`config.mk`:
```
export PLATFORM = sky130hd
export DESIGN_NAME = crc16_framed_packet_receiver_flat
export DESIGN_NICKNAME = d
export VERILOG_FILES = /design/src/hw/rtl/crc16fpr_pkg.sv /design/src/hw/rtl/crc16fpr_if.sv /design/src/hw/rtl/crc16_framed_packet_receiver.sv /design/src/hw/rtl/crc16fpr_core.sv /design/src/hw/rtl/crc16fpr_outreg.sv /design/src/flat_wrapper.sv
export SDC_FILE = /design/constraint.sdc
export NUM_CORES = 1
export LEC_CHECK = 0
export BUFFER_PORTS_ARGS = -buffer_cell sky130_fd_sc_hd__buf_2
export CORE_UTILIZATION = 58
export DETAILED_ROUTE_END_ITERATION = 6
export PLACE_DENSITY_LB_ADDON = 0.3
export REMOVE_ABC_BUFFERS = 1
export SLEW_MARGIN = 10
export SYNTH_ARGS = -nofsm -noshare
export SYNTH_HDL_FRONTEND = slang
export SYNTH_SLANG_ARGS = --single-unit
```
`constraint.sdc`:
```
create_clock -name clk -period 6.1 [get_ports clk]
set_input_delay 0.305 -clock clk [delete_from_list [all_inputs] [get_ports clk]]
set_output_delay 0.305 -clock clk [all_outputs]
set_load 0.005 [all_outputs]
```
`src/hw/rtl/crc16fpr_pkg.sv`:
```
// crc16fpr_pkg: shared types, codes and the crc byte update for the framed packet receiver
// no dependencies; used by every file under hw/rtl
package crc16fpr_pkg;

    localparam int COUNTER_WIDTH = 16;
    localparam int OUT_CNT_W     = 16;

    typedef logic [COUNTER_WIDTH-1:0] cnt_t;

    // configuration register indexes
    typedef enum logic [0:0] {
        REG_FIRST_HEADER  = 1'b0,
        REG_SECOND_HEADER = 1'b1
    } reg_index_t;

    // error counter slots
    typedef enum logic [1:0] {
        CNT_HEADER1_MISS = 2'd0,
        CNT_HEADER2_MISS = 2'd1,
        CNT_EMPTY_FRAME  = 2'd2,
        CNT_CRC_ERROR    = 2'd3
    } cnt_sel_t;

    typedef enum logic [2:0] {
        PH_H1   = 3'd0,
        PH_H2   = 3'd1,
        PH_LEN  = 3'd2,
        PH_ID   = 3'd3,
        PH_PAY  = 3'd4,
        PH_CRCL = 3'd5,
        PH_CRCH = 3'd6
    } phase_t;

    typedef enum logic [2:0] {
        EV_NONE         = 3'd0,
        EV_PAYLOAD      = 3'd1,
        EV_FRAME_GOOD   = 3'd2,
        EV_CRC_MISMATCH = 3'd3,
        EV_HEADER1_MISS = 3'd4,
        EV_HEADER2_MISS = 3'd5,
        EV_ZERO_LENGTH  = 3'd6
    } event_t;

    typedef struct packed {
        event_t               event_res;
        logic [7:0]           payload_byte;
        logic [7:0]           payload_index;
        logic [7:0]           message_id;
        logic [7:0]           frame_length;
        logic [15:0]          computed_crc;
        logic [15:0]          received_crc;
        logic [OUT_CNT_W-1:0] header1_miss_count;
        logic [OUT_CNT_W-1:0] header2_miss_count;
        logic [OUT_CNT_W-1:0] empty_frame_count;
        logic [OUT_CNT_W-1:0] crc_error_count;
    } result_t;

    // reflected ccitt byte update, poly 0x8408
    function automatic logic [15:0] crc_byte(input logic [15:0] crc, input logic [7:0] b);
        logic [7:0] d;
        d = b ^ crc[7:0];
        d = d ^ {d[3:0], 4'b0000};
        return {d, crc[15:8]} ^ {12'h000, d[7:4]} ^ {5'b00000, d, 3'b000};
    endfunction

endpackage

```
`src/hw/rtl/crc16fpr_if.sv`:
```
// crc16fpr byte and result channel interfaces, valid/ready handshake
// depends on crc16fpr_pkg for the counter width
interface crc16fpr_byte_if;
    logic       valid;
    logic       ready;
    logic [7:0] data_byte;

    modport source (output valid, output data_byte, input ready);
    modport sink   (input valid, input data_byte, output ready);
endinterface

interface crc16fpr_res_if;
    logic                              valid;
    logic                              ready;
    logic [2:0]                        event_res;
    logic [7:0]                        payload_byte;
    logic [7:0]                        payload_index;
    logic [7:0]                        message_id;
    logic [7:0]                        frame_length;
    logic [15:0]                       computed_crc;
    logic [15:0]                       received_crc;
    logic [crc16fpr_pkg::OUT_CNT_W-1:0] header1_miss_count;
    logic [crc16fpr_pkg::OUT_CNT_W-1:0] header2_miss_count;
    logic [crc16fpr_pkg::OUT_CNT_W-1:0] empty_frame_count;
    logic [crc16fpr_pkg::OUT_CNT_W-1:0] crc_error_count;

    modport source (
        output valid, output event_res, output payload_byte, output payload_index,
        output message_id, output frame_length, output computed_crc, output received_crc,
        output header1_miss_count, output header2_miss_count, output empty_frame_count,
        output crc_error_count, input ready
    );
    modport sink (
        input valid, input event_res, input payload_byte, input payload_index,
        input message_id, input frame_length, input computed_crc, input received_crc,
        input header1_miss_count, input header2_miss_count, input empty_frame_count,
        input crc_error_count, output ready
    );
endinterface

```
`src/hw/rtl/crc16_framed_packet_receiver.sv`:
```
// crc16_framed_packet_receiver: one result word out for every byte taken in
// the result is registered and appears in the cycle after the byte is accepted
// throughput: one byte per cycle while the single result register is not stalled
// reset: frame hunt restarts at header 1, crc, counters and header registers clear
// depends on crc16fpr_pkg, crc16fpr_if, crc16fpr_core, crc16fpr_outreg
module crc16_framed_packet_receiver (
    input  logic                 clk,
    input  logic                 rst_n,
    input  logic                 cfg_we,
    input  logic [0:0]           cfg_index,
    input  logic [7:0]           cfg_data,
    crc16fpr_byte_if.sink        byte_ch,
    crc16fpr_res_if.source       result_ch
);

    crc16fpr_pkg::result_t core_res;
    crc16fpr_pkg::result_t out_res;
    logic                  up_ready;
    logic                  take;

    assign byte_ch.ready = up_ready;
    assign take          = byte_ch.valid && up_ready;

    crc16fpr_core u_core (
        .clk       (clk),
        .rst_n     (rst_n),
        .cfg_we    (cfg_we),
        .cfg_index (cfg_index),
        .cfg_data  (cfg_data),
        .take      (take),
        .data_byte (byte_ch.data_byte),
        .result    (core_res)
    );

    crc16fpr_outreg u_outreg (
        .clk        (clk),
        .rst_n      (rst_n),
        .load       (take),
        .result_in  (core_res),
        .down_ready (result_ch.ready),
        .up_ready   (up_ready),
        .valid      (result_ch.valid),
        .result_out (out_res)
    );

    assign result_ch.event_res          = out_res.event_res;
    assign result_ch.payload_byte       = out_res.payload_byte;
    assign result_ch.payload_index      = out_res.payload_index;
    assign result_ch.message_id         = out_res.message_id;
    assign result_ch.frame_length       = out_res.frame_length;
    assign result_ch.computed_crc       = out_res.computed_crc;
    assign result_ch.received_crc       = out_res.received_crc;
    assign result_ch.header1_miss_count = out_res.header1_miss_count;
    assign result_ch.header2_miss_count = out_res.header2_miss_count;
    assign result_ch.empty_frame_count  = out_res.empty_frame_count;
    assign result_ch.crc_error_count    = out_res.crc_error_count;

endmodule

```
`src/hw/rtl/crc16fpr_core.sv`:
```
// crc16fpr_core: frame phase tracking, running crc, error counters and header registers
// depends on crc16fpr_pkg
module crc16fpr_core (
    input  logic                  clk,
    input  logic                  rst_n,
    input  logic                  cfg_we,
    input  logic [0:0]            cfg_index,
    input  logic [7:0]            cfg_data,
    input  logic                  take,
    input  logic [7:0]            data_byte,
    output crc16fpr_pkg::result_t result
);

    logic [7:0]                 hdr1_reg;
    logic [7:0]                 hdr2_reg;
    crc16fpr_pkg::phase_t       phase_reg, phase_next;
    logic [7:0]                 length_reg, length_next;
    logic [7:0]                 taken_reg, taken_next;
    logic [7:0]                 id_reg, id_next;
    logic [15:0]                crc_reg, crc_next;
    logic [7:0]                 crc_low_reg, crc_low_next;
    crc16fpr_pkg::cnt_t         cnt_reg [4];
    crc16fpr_pkg::cnt_t         cnt_next [4];
    logic [3:0]                 bump;
    crc16fpr_pkg::event_t       ev;
    logic [7:0]                 pay_byte;
    logic [7:0]                 pay_index;
    logic [15:0]                rx_crc;
    logic [15:0]                rx_word;

    assign rx_word = {data_byte, crc_low_reg};

    always_ff @(posedge clk or negedge rst_n)
    begin
        if (!rst_n)
        begin
            hdr1_reg <= 8'h00;
            hdr2_reg <= 8'h00;
        end
        else if (cfg_we)
        begin
            case (cfg_index)
                crc16fpr_pkg::REG_FIRST_HEADER:  hdr1_reg <= cfg_data;
                crc16fpr_pkg::REG_SECOND_HEADER: hdr2_reg <= cfg_data;
                default: ;
            endcase
        end
    end

    // next state of the frame tracker
    always_comb
    begin
        phase_next   = phase_reg;
        length_next  = length_reg;
        taken_next   = taken_reg;
        id_next      = id_reg;
        crc_next     = crc_reg;
        crc_low_next = crc_low_reg;
        bump         = 4'b0000;
        ev           = crc16fpr_pkg::EV_NONE;
        pay_byte     = 8'h00;
        pay_index    = 8'h00;
        rx_crc       = 16'h0000;
        case (phase_reg)
            crc16fpr_pkg::PH_H2:
            begin
                if (data_byte == hdr2_reg)
                begin
                    phase_next = crc16fpr_pkg::PH_LEN;
                end
                else
                begin
                    bump[crc16fpr_pkg::CNT_HEADER2_MISS] = 1'b1;
                    ev         = crc16fpr_pkg::EV_HEADER2_MISS;
                    phase_next = crc16fpr_pkg::PH_H1;
                end
            end
            crc16fpr_pkg::PH_LEN:
            begin
                if (data_byte != 8'h00)
                begin
                    length_next = data_byte;
                    phase_next  = crc16fpr_pkg::PH_ID;
                end
                else
                begin
                    bump[crc16fpr_pkg::CNT_EMPTY_FRAME] = 1'b1;
                    ev         = crc16fpr_pkg::EV_ZERO_LENGTH;
                    phase_next = crc16fpr_pkg::PH_H1;
                end
            end
            crc16fpr_pkg::PH_ID:
            begin
                id_next    = data_byte;
                crc_next   = crc16fpr_pkg::crc_byte(16'h0000, data_byte);
                taken_next = 8'd1;
                // length of one has no payload
                phase_next = (length_reg == 8'd1) ? crc16fpr_pkg::PH_CRCL
                                                  : crc16fpr_pkg::PH_PAY;
            end
            crc16fpr_pkg::PH_PAY:
            begin
                ev         = crc16fpr_pkg::EV_PAYLOAD;
                pay_byte   = data_byte;
                pay_index  = taken_reg;
                crc_next   = crc16fpr_pkg::crc_byte(crc_reg, data_byte);
                taken_next = taken_reg + 8'd1;
                if (taken_next == length_reg)
                begin
                    phase_next = crc16fpr_pkg::PH_CRCL;
                end
            end
            crc16fpr_pkg::PH_CRCL:
            begin
                crc_low_next = data_byte;
                phase_next   = crc16fpr_pkg::PH_CRCH;
            end
            crc16fpr_pkg::PH_CRCH:
            begin
                rx_crc = rx_word;
                if (rx_word == crc_reg)
                begin
                    ev = crc16fpr_pkg::EV_FRAME_GOOD;
                end
                else
                begin
                    ev = crc16fpr_pkg::EV_CRC_MISMATCH;
                    bump[crc16fpr_pkg::CNT_CRC_ERROR] = 1'b1;
                end
                taken_next = 8'd1;
                phase_next = crc16fpr_pkg::PH_H1;
            end
            default:
            begin
                // unused code behaves as header 1 hunt
                if (data_byte == hdr1_reg)
                begin
                    phase_next = crc16fpr_pkg::PH_H2;
                end
                else
                begin
                    bump[crc16fpr_pkg::CNT_HEADER1_MISS] = 1'b1;
                    ev         = crc16fpr_pkg::EV_HEADER1_MISS;
                    phase_next = crc16fpr_pkg::PH_H1;
                end
            end
        endcase
    end

    // saturating counters
    always_comb
    begin
        for (int k = 0; k < 4; k++)
        begin
            cnt_next[k] = cnt_reg[k];
            if (bump[k] && (cnt_reg[k] != '1))
            begin
                cnt_next[k] = cnt_reg[k] + crc16fpr_pkg::cnt_t'(1);
            end
        end
    end

    always_ff @(posedge clk or negedge rst_n)
    begin
        if (!rst_n)
        begin
            phase_reg   <= crc16fpr_pkg::PH_H1;
            length_reg  <= 8'h00;
            taken_reg   <= 8'd1;
            id_reg      <= 8'h00;
            crc_reg     <= 16'h0000;
            crc_low_reg <= 8'h00;
            for (int k = 0; k < 4; k++)
            begin
                cnt_reg[k] <= '0;
            end
        end
        else if (take)
        begin
            phase_reg   <= phase_next;
            length_reg  <= length_next;
            taken_reg   <= taken_next;
            id_reg      <= id_next;
            crc_reg     <= crc_next;
            crc_low_reg <= crc_low_next;
            for (int k = 0; k < 4; k++)
            begin
                cnt_reg[k] <= cnt_next[k];
            end
        end
    end

    always_comb
    begin
        result.event_res          = ev;
        result.payload_byte       = pay_byte;
        result.payload_index      = pay_index;
        result.message_id         = id_next;
        result.frame_length       = length_next;
        result.computed_crc       = crc_next;
        result.received_crc       = rx_crc;
        result.header1_miss_count =
            crc16fpr_pkg::OUT_CNT_W'(cnt_next[crc16fpr_pkg::CNT_HEADER1_MISS]);
        result.header2_miss_count =
            crc16fpr_pkg::OUT_CNT_W'(cnt_next[crc16fpr_pkg::CNT_HEADER2_MISS]);
        result.empty_frame_count  =
            crc16fpr_pkg::OUT_CNT_W'(cnt_next[crc16fpr_pkg::CNT_EMPTY_FRAME]);
        result.crc_error_count    =
            crc16fpr_pkg::OUT_CNT_W'(cnt_next[crc16fpr_pkg::CNT_CRC_ERROR]);
    end

endmodule

```
`src/hw/rtl/crc16fpr_outreg.sv`:
```
// crc16fpr_outreg: result register between the frame tracker and the output channel
// depends on crc16fpr_pkg
module crc16fpr_outreg (
    input  logic                  clk,
    input  logic                  rst_n,
    input  logic                  load,
    input  crc16fpr_pkg::result_t result_in,
    input  logic                  down_ready,
    output logic                  up_ready,
    output logic                  valid,
    output crc16fpr_pkg::result_t result_out
);

    logic                  valid_reg;
    crc16fpr_pkg::result_t data_reg;

    // a new word may enter whenever the register is empty or the held one leaves this cycle
    assign up_ready = !valid_reg || down_ready;

    always_ff @(posedge clk or negedge rst_n)
    begin
        if (!rst_n)
        begin
            valid_reg <= 1'b0;
        end
        else if (up_ready)
        begin
            valid_reg <= load;
        end
    end

    always_ff @(posedge clk)
    begin
        if (load)
        begin
            data_reg <= result_in;
        end
    end

    assign valid      = valid_reg;
    assign result_out = data_reg;

endmodule

```
`src/flat_wrapper.sv`:
```
// flat-port wrapper written by rule: the top's interface ports become plain ports
module crc16_framed_packet_receiver_flat 
  (clk, rst_n, cfg_we, cfg_index, cfg_data, byte_ch_valid, byte_ch_data_byte, byte_ch_ready, result_ch_valid, result_ch_event_res, result_ch_payload_byte, result_ch_payload_index, result_ch_message_id, result_ch_frame_length, result_ch_computed_crc, result_ch_received_crc, result_ch_header1_miss_count, result_ch_header2_miss_count, result_ch_empty_frame_count, result_ch_crc_error_count, result_ch_ready);
  crc16fpr_byte_if byte_ch_i ();
  crc16fpr_res_if result_ch_i ();
  input  logic clk;
  input  logic rst_n;
  input  logic cfg_we;
  input  logic [0:0] cfg_index;
  input  logic [7:0] cfg_data;
  input wire logic [$bits(byte_ch_i.valid)-1:0] byte_ch_valid;
  input wire logic [$bits(byte_ch_i.data_byte)-1:0] byte_ch_data_byte;
  output wire logic [$bits(byte_ch_i.ready)-1:0] byte_ch_ready;
  output wire logic [$bits(result_ch_i.valid)-1:0] result_ch_valid;
  output wire logic [$bits(result_ch_i.event_res)-1:0] result_ch_event_res;
  output wire logic [$bits(result_ch_i.payload_byte)-1:0] result_ch_payload_byte;
  output wire logic [$bits(result_ch_i.payload_index)-1:0] result_ch_payload_index;
  output wire logic [$bits(result_ch_i.message_id)-1:0] result_ch_message_id;
  output wire logic [$bits(result_ch_i.frame_length)-1:0] result_ch_frame_length;
  output wire logic [$bits(result_ch_i.computed_crc)-1:0] result_ch_computed_crc;
  output wire logic [$bits(result_ch_i.received_crc)-1:0] result_ch_received_crc;
  output wire logic [$bits(result_ch_i.header1_miss_count)-1:0] result_ch_header1_miss_count;
  output wire logic [$bits(result_ch_i.header2_miss_count)-1:0] result_ch_header2_miss_count;
  output wire logic [$bits(result_ch_i.empty_frame_count)-1:0] result_ch_empty_frame_count;
  output wire logic [$bits(result_ch_i.crc_error_count)-1:0] result_ch_crc_error_count;
  input wire logic [$bits(result_ch_i.ready)-1:0] result_ch_ready;
  assign byte_ch_i.valid = byte_ch_valid;
  assign byte_ch_i.data_byte = byte_ch_data_byte;
  assign byte_ch_ready = byte_ch_i.ready;
  assign result_ch_valid = result_ch_i.valid;
  assign result_ch_event_res = result_ch_i.event_res;
  assign result_ch_payload_byte = result_ch_i.payload_byte;
  assign result_ch_payload_index = result_ch_i.payload_index;
  assign result_ch_message_id = result_ch_i.message_id;
  assign result_ch_frame_length = result_ch_i.frame_length;
  assign result_ch_computed_crc = result_ch_i.computed_crc;
  assign result_ch_received_crc = result_ch_i.received_crc;
  assign result_ch_header1_miss_count = result_ch_i.header1_miss_count;
  assign result_ch_header2_miss_count = result_ch_i.header2_miss_count;
  assign result_ch_empty_frame_count = result_ch_i.empty_frame_count;
  assign result_ch_crc_error_count = result_ch_i.crc_error_count;
  assign result_ch_i.ready = result_ch_ready;
  crc16_framed_packet_receiver u_core (.clk(clk), .rst_n(rst_n), .cfg_we(cfg_we), .cfg_index(cfg_index), .cfg_data(cfg_data), .byte_ch(byte_ch_i), .result_ch(result_ch_i));
endmodule
```
==> results of run 1 <==
per-stage QoR:
stage | cell area [um2] | power (mW)
6_report | 14100 | 4.87
5_1_grt | 14100 | 5.11
4_1_cts | 14100 | 4.90
3_5_place_dp | 13200 | 3.28
3_3_place_gp | 13200 | 3.24
2_1_floorplan | 12000 | 2.95
worst register-to-register path, delay by kind of cell (launching register included):
| kind | cells | cell delay [ns] |
|---|---|---|
| AND/OR/NAND/NOR | 3 | 1.56 |
| flip-flops | 1 | 0.71 |
| AO/OA/AOI/OAI | 1 | 0.57 |
| buffers and inverters | 1 | 0.08 |
metal layers:
layer | vias up | track usage | wire, um
li1 | 3853 | - | -
met1 | 3877 | 0.338 | 11400
met2 | 245 | 0.383 | 11700
met3 | 34 | 0.0321 | 1420
met4 | 0 | 0.0639 | 461
met5 | - | 0 | 0
kinds of logic (layout without fill, tap and decap cells):
logic type,after synthesis,in the layout,share of synthesized area
compound gates,79,79,0.0462
xor+xnor,194,194,0.139
fa+ha+maj,5,5,0.00508
buf+inv,61,215,0.0234
flops,263,263,0.588
mux,43,43,0.0393
simple gates,395,395,0.158
cell type report:
type	count	area [um2]	area share
Sequential cell	263	7240	0.514
Inverter	6	27.5	0.00196
Clock buffer	37	733	0.0521
Multi-Input combinational cell	716	4780	0.339
Tap cell	270	338	0.0240
Timing Repair Buffer	160	827	0.0587
Clock inverter	12	135	0.00960
placed cells by master (no fill, tap or decap), types with 3 or more instances in the layout:
cell type / count
ha_1: 5
and3_1: 32
nand2_1: 179
xor2_1: 50
xnor2_1: 142
clkbuf_16: 27
dfrtp_1: 131
clkbuf_1: 8
mux2_2: 42
a22o_1: 9
nand2_2: 6
nor2_1: 45
nand3_1: 29
clkinv_1: 3
nand2b_1: 6
nor3_1: 6
a31oi_1: 3
a221o_1: 5
o21ai_0: 25
bufinv_16: 3
clkinv_2: 5
a21oi_1: 9
buf_4: 4
a22oi_1: 5
and2_1: 35
edfxtp_1: 131
inv_1: 4
nand4_1: 29
nor4_1: 6
buf_2: 153
where the power goes:
group	switching, mW	internal (mW)
logic	0.503	0.410
clock network	0.653	0.965
registers	0.215	2.13
path summary, 6_finish.rpt:
check	start	to	slack, ns	cells past startpoint
hold reg to reg	u_core.u_core.id_reg[0]$_DFFE_PN0P_	u_core.u_core.id_reg[0]$_DFFE_PN0P_	0.48	2
min in group asynchronous	rst_n	u_core.u_core.cnt_reg[36]$_DFFE_PN0P_	0.32	2
setup reg to reg	u_core.u_core.phase_reg[1]$_DFFE_PN0P_	u_core.u_outreg.result_out[86]$_DFFE_PP_	2.92	5
max in group asynchronous	rst_n	u_core.u_core.id_reg[5]$_DFFE_PN0P_	4.39	3
setup / recovery	u_core.u_core.phase_reg[1]$_DFFE_PN0P_	u_core.u_outreg.result_out[86]$_DFFE_PP_	2.92	5
hold / removal	cfg_data[6]	u_core.u_core.hdr2_reg[6]$_DFFE_PN0P_	0.02	2
what timing repair did:
action / in CTS / in global routing
buffers inserted: 0 / 0
hold endpoints to repair: 63 / 0
hold buffers: 2 / 0
==> impl_metrics.yaml, run 1 <==
sta:
  rsz0062_at_grt: "false"
  final-hold-violation-count: 0
  fin_crit_sh: 0.521
  whs_ns: 0.0239
  setup_viol: 0
  relSlewSlack: 0.249
  max_slew.worst_pin.slew_ns: 1.12
  finalSetupTns_ns: 0
  fin_ws_ns: 2.92
  fmax_mhz: 314
  fin_skew_ns: 0.00817
  slew_viol_final: 0
  finalCriticalPeriod_ns: 3.18
layout:
  diodes: 0
  nFillCells: 1539
  stdcell_count: 1464
  drive_gt1_frac: 0.224
  largest_register_ffs: 131
  fin_util: 0.687
  fin_nets: 1201
  areaGrowthSynthToFinish_pct: 14.4
logic_synthesis:
  synth.distinct_cells: 66
  yosys_warnings: 0
  synth_cells: 1040
  synth_commonest_cells: "nand2_1, xnor2_1, dfrtp_1, edfxtp_1, xor2_1"
  synth_flop_cell: "edfxtp_1"
  yosysSeqAreaShare: 0.588
  async_flop_share: 0.502
  ys_top_cells_by_area: "edfxtp_1, dfrtp_1, xnor2_1"
  synth.avg_cell_area_um2: 11.8
  synth_enable_flop_cells: 131
  synth_top_area_share: 0.320
  post-synth-top-area-cell: "edfxtp_1"
  synth_area_mm2: 0.0123
  yosysMostFrequentCell: "nand2_1"
  ys_ff_latch: 263
critical_path:
  path_class: "reg -> reg"
  cp_cell_sequence: "nand2_1 -> nor2_1 -> nor2_1 -> a222oi_1 -> inv_1"
  path_buf_inv: 1
  crit_arrival_ns: 3.44
  crit_slowest_cell: "nor2_1"
  endpoint_kind: "register"
  cp_max_fo: 21
  critPathRequiredTime_ns: 6.36
  crit_top_cell: "nor2_1"
  path_delay_family: "simple AND/OR/NAND/NOR gates"
  startpoint_type: "register"
  cp_slowest_stage_delay_ns: 0.88
detailed_routing:
  first_iter_violations: 469
  via_per_inst: 5.47
  dr.pass1.iters: 5
  route.detailed.drc: 0
  ant_nets: 0
  wl_um: 25000
  wl_per_cell_um: 17.1
  vias: 8009
cts:
  path_clk_slew_ns: 0.06
  cts_resized: 0
  h-tree-depth: 1
  numCtsBuffers: 27
  clockBufferDepth: 3
  clk_latency_ns: 0.52
  cts_tree: "yes"
  cts-root-buf: "clkbuf_16"
  clkSinkCount: 263
floorplanning:
  die_area_mm2: 0.0218
  fp.dieH_um: 148
  die_x_um: 148
  rows: 52
  fp.coreArea_mm2: 0.0205
  start_util: 0.600
  io_pins: 155
global_route:
  grt_pass1_vias: 7962
  antenna_found_initial: 0
  grt_pass1_wl_um: 41000
  grt_max_degree: 106
  overflow: 0
  grtUsageTotal: 0.237
power:
  power_density_mw_per_mm2: 346
  peakVddDrop_v: 0.000237
  p_leak_nw: 6.06
run:
  cap_violations: 0
placement:
  gp_congestion: 0.836
  port_buffers: 154
  dp_slack_ns: 2.90
  hpwl_um: 16100
  dpl.cell_count: 1413
outcome:
  outcome: "finished clean"
worst_hold_path:
  hold_path_class: "in -> reg"
No activity file was read; power rests on OpenSTA's default activity.
==> run 2, diff against run 1 <==
--- a/config.mk
+++ b/config.mk
@@ -5,8 +5,9 @@
 export SDC_FILE = /design/constraint.sdc
 export NUM_CORES = 1
 export LEC_CHECK = 0
+export ABC_AREA = 1
 export BUFFER_PORTS_ARGS = -buffer_cell sky130_fd_sc_hd__buf_2
-export CORE_UTILIZATION = 58
+export CORE_UTILIZATION = 59
 export DETAILED_ROUTE_END_ITERATION = 6
 export PLACE_DENSITY_LB_ADDON = 0.3
 export REMOVE_ABC_BUFFERS = 1
==> constraint.sdc (replaced) <==
create_clock -name clk -period 3 [get_ports clk]
set_input_delay 0.15 -clock clk [delete_from_list [all_inputs] [get_ports clk]]
set_output_delay 0.15 -clock clk [all_outputs]
set_load 0.005 [all_outputs]
==> run 2 against run 1 <==
Compared with the run above: critical path depth increased by 4; sequential share of layout area decreased by 3.6 points; clock power increased by 120%; highest routed layer unchanged; count of clock-buffer cells in the layout unchanged; critical endpoint is now u_core.u_outreg.result_out[1]$_DFFE_PP_; hold slack improved by 0.076 ns; non-clock buffer count increased by 18; worst setup slack got worse by 2.2 ns; register-to-register slack got worse by 2.2 ns; sequential power increased by 100%; area after synthesis increased by 6.2%; final cell count increased by 32%; routed wire length increased by 18%.
==> impl_metrics.yaml, run 2 <==
power:
  p_clk_frac: 0.356
  power.net_switching_mw: 2.90
  power_density_mw_per_mm2: 673
  peakVddDrop_v: 0.000407
  p_leak_nw: 7.09
  power_frac_comb: 0.185
  power_mw: 10.2
  sw_frac_of_total: 0.285
  intPower_mw: 7.28
  seq_power_share: 0.459
sta:
  fin_ws_ns: 0.725
  slew_viol_final: 0
  setup_viol: 0
  fmax_mhz: 440
  fin_skew_ns: 0.00891
  final-hold-violation-count: 0
  rsz0062_at_grt: "false"
  fin_crit_sh: 0.758
  finalSetupTns_ns: 0
  max_slew.worst_pin.slew_ns: 0.746
  whs_ns: 0.0996
  finalCriticalPeriod_ns: 2.28
  relSlewSlack: 0.503
critical_path:
  r2r_slack_ns: 0.72
  path_class: "reg -> reg"
  cp_max_fo: 17
  startpoint_type: "register"
  crit_arrival_ns: 2.56
  endpoint_kind: "register"
  r2r_cells: 9
  crit_start: "u_core.u_core.cnt_reg[0]$_DFFE_PN0P_"
  r2r-start: "u_core.u_core.cnt_reg[0]$_DFFE_PN0P_"
  r2r_end: "u_core.u_outreg.result_out[1]$_DFFE_PP_"
  endpoint: "u_core.u_outreg.result_out[1]$_DFFE_PP_"
  critPathRequiredTime_ns: 3.29
cts:
  clockBufferDepth: 3
  cts_tree: "yes"
  cts_resized: 0
  clk_latency_ns: 0.53
  clkSinkCount: 263
  numCtsBuffers: 28
  cts-root-buf: "clkbuf_16"
  h-tree-depth: 1
  path_clk_slew_ns: 0.06
logic_synthesis:
  async_flop_share: 0.502
  synth.avg_cell_area_um2: 8.82
  synth_enable_flop_cells: 131
  yosys_warnings: 0
  yosysSeqAreaShare: 0.554
  ys_ff_latch: 263
  post-synth-top-area-cell: "edfxtp_1"
  synth_top_area_share: 0.301
  synth_area_mm2: 0.0131
  synth_flop_cell: "edfxtp_1"
  synth_commonest_cells: "nand2_1, dfrtp_1, edfxtp_1"
  synth.distinct_cells: 44
  synth_cells: 1480
  ys_top_cells_by_area: "edfxtp_1, dfrtp_1, nand2_1"
  yosysMostFrequentCell: "nand2_1"
detailed_routing:
  vias: 10500
  route.detailed.drc: 0
  first_iter_violations: 802
  dr.pass1.iters: 5
  via_per_inst: 5.40
  ant_nets: 0
  wl_um: 29600
  wl_per_cell_um: 15.3
floorplanning:
  start_util: 0.600
  die_area_mm2: 0.0227
  fp.coreArea_mm2: 0.0218
  io_pins: 155
  die_x_um: 151
  rows: 54
  fp.dieH_um: 151
global_route:
  grtUsageTotal: 0.263
  antenna_found_initial: 0
  grt_max_degree: 90
  grt_pass1_wl_um: 47600
  overflow: 0
  grt_pass1_vias: 9810
placement:
  dp_slack_ns: 0.742
  hpwl_um: 20100
  port_buffers: 154
  gp_congestion: 0.911
run:
  cap_violations: 0
layout:
  fin_nets: 1664
  drive_gt1_frac: 0.160
  diodes: 0
  nFillCells: 1694
  areaGrowthSynthToFinish_pct: 15.8
  mostFrequentLayoutCell: "nand2_1"
  largest_register_ffs: 131
  layout_common_cells: "nand2_1, buf_2, dfrtp_1, edfxtp_1, nor2_1"
outcome:
  outcome: "finished clean"
worst_hold_path:
  hold_path_class: "in -> reg"
## run 2: changes by cell type in the layout (fill, tap and decap cells not counted), sizes merged, moves of 9 or more
cell   change
nand3     +63
o21ai     +62
nor2      +89
mux2      -42
o22ai     +14
inv      +127
buf       +10
and2      -31
a22o       -9
xnor2     -99
and3      -35
nand2    +333
## run 2: how the worst min path moves through the flow
stage / start / end / slack [ns] / cells past startpoint
4_1_cts: byte_ch_data_byte[3] / u_core.u_core.crc_low_reg[3]$_DFFE_PN0P_ / 0.08 / 3
6_report: byte_ch_data_byte[3] / u_core.u_core.crc_low_reg[3]$_DFFE_PN0P_ / 0.1 / 3
5_1_grt: byte_ch_data_byte[2] / u_core.u_core.crc_low_reg[2]$_DFFE_PN0P_ / 0.12 / 3
3_5_place_dp: rst_n / u_core.u_core.taken_reg[1]$_DFFE_PN0P_ / 0.18 / 1
3_3_place_gp: rst_n / u_core.u_core.taken_reg[1]$_DFFE_PN0P_ / 0.18 / 1
2_1_floorplan: rst_n / u_core.u_core.cnt_reg[0]$_DFFE_PN0P_ / -0.15 / 0
## run 2: critical path, cell delays in order (launching register included)
cell and delay (ns):
dfrtp_1 0.43, ha_1 0.28, inv_1 0.07, nor2_2 0.18
nand2_1 0.12, nor2_2 0.15, nand3b_4 0.21, nand3_2 0.31
nand2_1 0.12, and2_1 0.15
## run 2: timing repair
item	in CTS	in global routing
setup buffers	0	0
endpoints found under the hold margin	76	0
hold buffers	10	0
## run 2: layout make-up
| class | instances | area, um2 | area share |
|---|---|---|---|
| sequential | 263 | 7240 | 0.479 |
| multi-input combinational | 1033 | 5050 | 0.334 |
| timing repair buffer | 178 | 995 | 0.0658 |
| inverter | 133 | 512 | 0.0338 |
| tap | 280 | 350 | 0.0232 |
| clock inverter | 15 | 203 | 0.0134 |
| clock buffer | 37 | 776 | 0.0513 |
## run 2: stage by stage
stage	std cells	instance area, um2	util
final	1939	15100	0.695
after global routing	1939	15100	0.695
after CTS	1939	15100	0.695
after detailed placement	1877	14000	0.646
after global placement	1877	14000	0.646
after floorplan	1429	12800	-
## run 2: layer usage
metal / part of all wire / global-route usage
met5: 0 / 0
met4: 0.026 / 0.0875
met3: 0.060 / 0.0352
met2: 0.49 / 0.453
met1: 0.43 / 0.344
## run 2: power groups by stage
stage          sequential (mW)  combinational (mW)  clock (mW)
3_3_place_gp              4.72                1.78           0
3_5_place_dp              4.73                1.86           0
6_report                  4.68                1.88        3.62
2_1_floorplan             4.71                1.23           0
4_1_cts                   4.67                1.89        3.68
5_1_grt                   4.73                2.14        3.81
## run 2: logic make-up (layout without fill, tap and decap cells)
family,Yosys count,count (layout),synth area share
compound gates,122,122,0.0545
xor+xnor,96,96,0.0650
fa+ha+maj,5,5,0.00479
buf+inv,184,363,0.0593
flops,263,263,0.554
simple gates,810,810,0.262
==> run 3, diff against run 2 <==
==> constraint.sdc (replaced) <==
create_clock -name clk -period 2.3 [get_ports clk]
set_input_delay 0.115 -clock clk [delete_from_list [all_inputs] [get_ports clk]]
set_output_delay 0.115 -clock clk [all_outputs]
set_load 0.005 [all_outputs]
==> run 3 against run 2 <==
Compared with the run above: sequential share of layout area shrank 0.23 points; clock skew grew 0.0063 ns; flip-flop and latch count is the same; largest cell class unchanged; via count grew 0.71%; largest power group unchanged; global-route usage grew 0.51 points.
==> impl_metrics.yaml, run 3 (synthesized netlist as in run 2, its figures left out) <==
outcome:
  outcome: "finished clean"
sta:
  fin_skew_ns: 0.0152
  fmax_mhz: 479
  slew_viol_final: 0
  max_slew.worst_pin.slew_ns: 0.583
  fin_crit_sh: 0.907
  rsz0062_at_grt: "false"
  finalSetupTns_ns: 0
  whs_ns: 0.102
  final-hold-violation-count: 0
  finalCriticalPeriod_ns: 2.09
  setup_viol: 0
  relSlewSlack: 0.611
  fin_ws_ns: 0.213
cts:
  cts_resized: 0
  clkSinkCount: 263
  cts_tree: "yes"
  path_clk_slew_ns: 0.06
  clk_latency_ns: 0.54
  cts-root-buf: "clkbuf_16"
  clockBufferDepth: 3
  hold_buffers: 10
  h-tree-depth: 1
  cts_setup_buffers: 0
  numCtsBuffers: 28
critical_path:
  r2r_end: "u_core.u_outreg.result_out[0]$_DFFE_PP_"
  cp_cell_sequence: "ha_1 -> inv_1 -> nor2_2 -> nand2_1 -> nor2_2 -> nand3b_4 -> nand3_2 -> nand2_1 -> and2_1"
  startpoint_type: "register"
  crit_slowest_cell: "dfrtp_1"
  crit_arrival_ns: 2.37
  path_buf_inv: 1
  r2r_cells: 9
  path_delay_family: "simple AND/OR/NAND/NOR gates"
  endpoint_kind: "register"
  r2r-start: "u_core.u_core.cnt_reg[0]$_DFFE_PN0P_"
  cp_slowest_stage_delay_ns: 0.43
  r2r_slack_ns: 0.21
  critPathRequiredTime_ns: 2.58
  cp_max_fo: 16
  path_class: "reg -> reg"
layout:
  layout_common_cells: "nand2_1, buf_2, dfrtp_1, edfxtp_1, nor2_1"
  multiInputGateArea_mm2: 0.00505
  mostFrequentLayoutCell: "nand2_1"
  drive_gt1_frac: 0.164
  areaGrowthSynthToFinish_pct: 16.4
  nFillCells: 1663
  seq_area_mm2: 0.00724
  fin_nets: 1679
  largest_register_ffs: 131
detailed_routing:
  wl_per_cell_um: 15.3
  dr.pass1.iters: 5
  vias: 10500
  ant_nets: 0
  route.detailed.drc: 0
  wl_um: 29900
  via_per_inst: 5.39
  first_iter_violations: 702
global_route:
  grtUsageTotal: 0.268
  grt_max_degree: 79
  antenna_found_initial: 1
  grt_pass1_vias: 9860
  overflow: 0
  grt_pass1_wl_um: 48000
floorplanning:
  rows: 54
  start_util: 0.600
  fp.coreArea_mm2: 0.0218
  io_pins: 155
  fp.dieH_um: 151
  die_area_mm2: 0.0227
  die_x_um: 151
placement:
  dp_slack_ns: 0.226
  hpwl_um: 20300
  gp_congestion: 0.899
  port_buffers: 154
worst_hold_path:
  hold_path_class: "in -> reg"
  holdPathStages: 3
  whs_endpoint: "u_core.u_core.crc_low_reg[3]$_DFFE_PN0P_"
  worstHoldStart: "byte_ch_data_byte[3]"
power:
  p_leak_nw: 7.13
  peakVddDrop_v: 0.000482
  power_density_mw_per_mm2: 858
run:
  cap_violations: 0
run 3: area by class of cell:
class                           instances  share of cell area
Sequential cell                       263               0.476
Multi-Input combinational cell       1033               0.332
Timing Repair Buffer                  193              0.0745
Clock buffer                           46              0.0546
Inverter                              133              0.0337
Tap cell                              280              0.0231
Clock inverter                          6             0.00535
Antenna cell                            1            0.000165
run 3: worst max-delay path by stage:
| stage | from | to | slack, ns | cells after the start |
|---|---|---|---|---|
| 2_1_floorplan | u_core.u_outreg.valid$_DFFE_PN0N_ | u_core.u_core.crc_low_reg[0]$_DFFE_PN0P_ | -5.49 | 5 |
| 3_3_place_gp | u_core.u_core.cnt_reg[0]$_DFFE_PN0P_ | u_core.u_outreg.result_out[0]$_DFFE_PP_ | 0.31 | 9 |
| 3_5_place_dp | u_core.u_core.cnt_reg[0]$_DFFE_PN0P_ | u_core.u_outreg.result_out[0]$_DFFE_PP_ | 0.23 | 9 |
| 4_1_cts | u_core.u_core.cnt_reg[0]$_DFFE_PN0P_ | u_core.u_outreg.result_out[0]$_DFFE_PP_ | 0.21 | 9 |
| 5_1_grt | u_core.u_core.cnt_reg[0]$_DFFE_PN0P_ | u_core.u_outreg.result_out[1]$_DFFE_PP_ | 0.02 | 9 |
| 6_report | u_core.u_core.cnt_reg[0]$_DFFE_PN0P_ | u_core.u_outreg.result_out[0]$_DFFE_PP_ | 0.21 | 9 |
run 3: per-layer routing:
metal | routed length [um] | up-vias | track usage
met5 | 0 | - | 0
met4 | 1010 | 0 | 0.111
met3 | 1910 | 72 | 0.0355
met2 | 14100 | 370 | 0.442
met1 | 12800 | 4952 | 0.359
li1 | - | 5151 | -
run 3: tightest hold or removal path, delay by kind of cell:
kind / cells / cell delay [ns]
AOI/OAI and AO/OA: 1 / 0.13
buffers and inverters: 2 / 0.35
run 3: where the power goes:
group	internal, mW	total (mW)	switching, mW
Sequential	5.66	6.12	0.461
Combinational	0.945	2.49	1.54
Clock	2.67	4.43	1.76
run 3: metrics by stage:
step	cell area, um2	instances	power, mW	utilization
final	15200	1955	13.0	0.698
after global placement	14200	1892	8.53	0.652
after floorplan	12800	1429	7.75	-
after detailed placement	14200	1892	8.63	0.652
after CTS	15200	1954	13.1	0.698
after global routing	15200	1955	13.6	0.698
